File: src/hw/rtl/column_bound_search_defines.svh
`ifndef COLUMN_BOUND_SEARCH_DEFINES_SVH
`define COLUMN_BOUND_SEARCH_DEFINES_SVH

// Property that must hold at every rising clock edge outside reset.
`define CBS_ASSERT_HOLDS(label, clk, rst, prop, msg) \
   label: assert property (@(posedge clk) disable iff (rst) (prop)) else $error(msg);

// Condition that must never be true at a rising clock edge outside reset.
`define CBS_ASSERT_NEVER(label, clk, rst, cond, msg) \
   label: assert property (@(posedge clk) disable iff (rst) !(cond)) else $error(msg);

`endif

File: src/hw/rtl/cbs_pkg.sv
`timescale 1ns / 1ps

package cbs_pkg;

   localparam int POS_W = 11;
   localparam int ROW_W = 10;
   localparam int COL_W = 3;
   localparam int WORD_W = 32;

   typedef enum logic [1:0] {
      OP_WRITE  = 2'd0,
      OP_LOWER  = 2'd1,
      OP_UPPER  = 2'd2,
      OP_MEMBER = 2'd3
   } op_type;

   typedef struct packed {
      op_type                    opcode;
      logic [ROW_W-1:0]          row;
      logic [COL_W-1:0]          column;
      logic signed [WORD_W-1:0]  value;
      logic [POS_W-1:0]          range_begin;
      logic [POS_W-1:0]          range_end;
      logic signed [WORD_W-1:0]  target;
   } req_type;

   typedef struct packed {
      logic [POS_W-1:0] position;
      logic             found;
   } rsp_type;

   // Outcome of one probe of the search window.
   typedef struct packed {
      logic [POS_W-1:0] mid;
      logic [POS_W-1:0] lo_next;
      logic [POS_W-1:0] count_next;
      logic [POS_W-1:0] mid_next;
      logic             key_lt_entry;
   } step_type;

   typedef enum logic [3:0] {
      ST_IDLE   = 4'b0001,
      ST_ISSUE  = 4'b0010,
      ST_SEARCH = 4'b0100,
      ST_CHECK  = 4'b1000
   } state_type;

endpackage

File: src/hw/rtl/cbs_step.sv
`timescale 1ns / 1ps

module cbs_step
   import cbs_pkg::*;
#(
   parameter int DATA_WIDTH = 32
) (
   input  logic [POS_W-1:0]             lo,
   input  logic [POS_W-1:0]             count,
   input  logic signed [DATA_WIDTH-1:0] entry,
   input  logic signed [DATA_WIDTH-1:0] key,
   input  logic                         upper,
   output step_type                     step
);

   logic [POS_W-1:0] half;
   logic [POS_W-1:0] mid;
   logic [POS_W-1:0] lo_right;
   logic [POS_W-1:0] count_right;
   logic [POS_W-1:0] mid_right;
   logic [POS_W-1:0] mid_left;
   logic             entry_lt_key;
   logic             key_lt_entry;
   logic             go_right;

   // Both candidate windows are formed from registers, so the compare only
   // drives the final selection.
   always_comb begin
      half         = count >> 1;
      mid          = lo + half;
      lo_right     = mid + POS_W'(1);
      count_right  = count - half - POS_W'(1);
      mid_right    = lo_right + (count_right >> 1);
      mid_left     = lo + (half >> 1);
      entry_lt_key = entry < key;
      key_lt_entry = key < entry;
      go_right     = upper ? !key_lt_entry : entry_lt_key;

      step.mid          = mid;
      step.key_lt_entry = key_lt_entry;
      if (go_right) begin
         step.lo_next    = lo_right;
         step.count_next = count_right;
         step.mid_next   = mid_right;
      end else begin
         step.lo_next    = lo;
         step.count_next = half;
         step.mid_next   = mid_left;
      end
   end

endmodule

File: config.mk
export PLATFORM = sky130hd
export DESIGN_NAME = cbs_step
export DESIGN_NICKNAME = d
export VERILOG_FILES = /design/src/hw/rtl/column_bound_search_defines.svh /design/src/hw/rtl/cbs_pkg.sv /design/src/hw/rtl/cbs_step.sv
export SDC_FILE = /design/constraint.sdc
export NUM_CORES = 1
export LEC_CHECK = 0
export ABC_AREA = 1
export CAP_MARGIN = 10
export CORE_MARGIN = 4
export CORE_UTILIZATION = 29
export DETAILED_ROUTE_END_ITERATION = 6
export DONT_BUFFER_PORTS = 1
export GPL_TIMING_DRIVEN = 1
export SYNTH_ARGS = -nofsm -noshare
export SYNTH_HDL_FRONTEND = slang
export SYNTH_SLANG_ARGS = --single-unit
File: constraint.sdc
create_clock -name vclk -period 9
set_clock_uncertainty 0.2 [all_clocks]
set_input_delay 0.9 -clock vclk [all_inputs]
set_output_delay 0.9 -clock vclk [all_outputs]
set_load 0.02 [all_outputs]
==> summary.md <==
| Metric | Value |
|---|---|
| Status | `finished clean` |
| Final hold vios | `0` |
| Max-cap violations | `0` |
| Relative slew slack | `35.5%` |
| Share of cells above drive strength 1 | `5.88%` |
| Cell family with most CP delay | `adder cells` |
| Crit-path max cell delay | `0.68 ns` |
| Post-CTS setup buffers | `0` |
| Count of warnings emitted by yosys | `0` |
| Sequential fraction of design power | `0%` |
| Critical Path End Type | `primary output` |
| Internal power | `135 uW` |
| Net Sw Power | `307 uW` |
| Worst EP required | `7.90 ns` |
| Final Max Slew Viols | `0` |
| HP Class | `primary input to primary output` |
| DIE AREA | `13800 sq um` |
| WL per Instance | `13.7 um` |
| Ant. Diodes | `0` |
| Antenna violations before repair | `0` |
| Sw Share | `69.5%` |
| Met2 Use GR | `23.2%` |
| Cells taking the most area after synthesis | `ha_1 26%, nand2_1 18%, inv_1 12%` |
| Resize count post-CTS | `0` |
| Register area | `0 sq um` |
| Setup TNS | `0 ns` |
| Height of the die | `117 um` |
| Syn Area/Cell | `5.94 sq um` |
| Least-Margin Pin Slew | `0.957 ns` |
| Vias in the first global route | `3169` |
| Tmin final | `5.40 ns` |
| Starting DRC count in detailed routing | `148` |
| Core ar. | `11600 sq um` |
| FILL cells | `1313` |
| Tcrit/Tclk final | `59.9%` |
| Leakage | `0.00210 uW` |
| Synth-to-layout area growth | `2.99%` |
| GRT Util Overall | `13.7%` |
| Sequential-to-total area share from yosys stat | `0%` |
| Die width | `117 um` |
| Hold-fix buffers, CTS | `0` |
| Seq_cells | `0` |
| Crit path kind | `primary input to primary output` |
| Logic pwr share | `100.0%` |
| Post-route DRC violation count | `0` |
| Cell Chain, Critical Path | `ha_1 > fa_1 > ha_1 > inv_1 > nor2_2 > nand3_1 > nor2_2 > nand3_2 > nor2_4 > xnor2_1 > inv_1 > ha_1 > nand2_1 > nor2_1 > nand3_1 > o2111ai_1 > xor2_1 > nand2_1 > o21ai_0` |
| First-pass DRT Iterations | `4` |
| Pwr dens | `124 nW/um^2` |
| Total gr overflow | `0` |
| Critical Path AT | `4.30 ns` |
| Initial Util | `30.0%` |
| Most frequent CP cell | `ha_1` |
| Global-route wire length before repair | `16100 um` |
| Yosys top cell by area | `ha_1` |
| Proportion of power drawn by the clock network | `0%` |
| Final setup fails | `0` |
| IO Pins | `132` |
| Critical path launch point type | `primary input` |
| RSZ-0062 raised after global routing | `no` |
| Drt total wl | `9870 um` |
| Layout net count | `743` |
| Clk_buf instances | `0` |
| Vias | `3466` |
| Synth Net Count | `748` |
| Layout Utilization | `30.9%` |
| HPWL after detailed placement | `8890 um` |
| GR Layer Usage met1 | `18.5%` |
| Top cell type's share of synthesized area | `25.9%` |
| WP buf/inv | `2` |
| VDD IR max | `0.0444 mV` |
| Global placer's final weighted congestion | `0.865` |
| Area of the mapped netlist | `3470 sq um` |
| Largest net degree at the start of global routing | `52` |
| Library cells used by synthesis | `38` |
| GRT busiest layer | `met2` |
| Post-Place Cells | `721` |
| CP max stage cell | `fa_1` |
| Crit path max fanout | `5` |
| Post-synthesis cell count | `585` |
| M3 GR Usage | `3.95%` |
| Post-DR vias/cell | `4.81` |
| Antenna viol nets, final | `0` |
| Achievable frequency | `0.185 GHz` |
| Rows | `39` |
| Input/output buffers | `0` |
| Final Non-Filler Cells | `721` |
==> area by class of cell <==
cell class,instances,area [sq um],area share (%)
inverters,112,423,11.8
multi-input cells,466,2980,83.2
well taps,143,179,5.00
==> through the flow <==
| stage | setup WS (ns) | cell area, sq um | hold slack [ns] | total power, uW |
|---|---|---|---|---|
| 5_1_grt | 3.35 | 3580 | 1.79 | 499 |
| 6_report | 3.60 | 3580 | 1.78 | 442 |
| 3_3_place_gp | 3.70 | 3580 | 1.78 | 444 |
| 3_5_place_dp | 3.61 | 3580 | 1.78 | 444 |
| 4_1_cts | 3.62 | 3580 | 1.78 | 446 |
| 2_1_floorplan | 3.99 | 3470 | 1.77 | 375 |
==> power groups by stage <==
stage          Combinational (uW)  Sequential [uW]  Clock (uW)
2_1_floorplan                 375                0           0
3_3_place_gp                  444                0           0
3_5_place_dp                  444                0           0
4_1_cts                       446                0           0
5_1_grt                       499                0           0
6_report                      442                0           0
==> final timing paths <==
kind | start | to | slack [ns] | cells after the start
hold / removal | lo[8] | step[31] | 1.78 | 2
setup / recovery | lo[0] | step[10] | 3.60 | 19
==> layout by cell type, fill, tap and decap left out, types with 2 or more instances in the layout <==
| cell | Yosys | routed |
|---|---|---|
| a21o_1 | 5 | 5 |
| a21oi_1 | 42 | 42 |
| a31oi_1 | 2 | 2 |
| fa_1 | 4 | 4 |
| ha_1 | 72 | 72 |
| inv_1 | 107 | 107 |
| inv_2 | 4 | 4 |
| nand2_1 | 166 | 166 |
| nand2_2 | 8 | 8 |
| nand2_4 | 3 | 3 |
| nand3_1 | 33 | 33 |
| nand3_2 | 4 | 4 |
| nand4_1 | 10 | 10 |
| nor2_1 | 30 | 30 |
| nor2_2 | 4 | 4 |
| nor3_1 | 4 | 4 |
| o2111ai_1 | 2 | 2 |
| o211ai_1 | 2 | 2 |
| o21a_1 | 2 | 2 |
| o21ai_0 | 25 | 25 |
| o21ai_1 | 2 | 2 |
| o21bai_1 | 5 | 5 |
| o31ai_1 | 2 | 2 |
| or2_2 | 3 | 3 |
| xnor2_1 | 10 | 10 |
| xor2_1 | 17 | 17 |
==> cell families after synthesis <==
kind of cell | after synthesis | share of synthesized area, %
compound gates | 90 | 14.5
simple gates | 273 | 36.1
buf+inv | 119 | 14.3
xor+xnor | 27 | 6.81
fa+ha+maj | 76 | 28.2
==> cell usage after synthesis (6+ instances only) <==
| cell type | instances |
|---|---|
| nand3_1 | 33 |
| nand4_1 | 10 |
| nand2_1 | 166 |
| xor2_1 | 17 |
| ha_1 | 72 |
| inv_1 | 107 |
| nor2_1 | 30 |
| buf_6 | 6 |
| o21ai_0 | 25 |
| xnor2_1 | 10 |
| a21oi_1 | 42 |
| nand2_2 | 8 |
==> layer usage <==
| metal | vias up | part of all wire, % | wire length (um) |
|---|---|---|---|
| met3 | 0 | 10 | 983 |
| met4 | 0 | 0 | 0 |
| met5 | - | 0 | 0 |
| li1 | 1878 | - | - |
| met2 | 147 | 44 | 4330 |
| met1 | 1441 | 46 | 4550 |
Power figures use the tool's default switching activity.
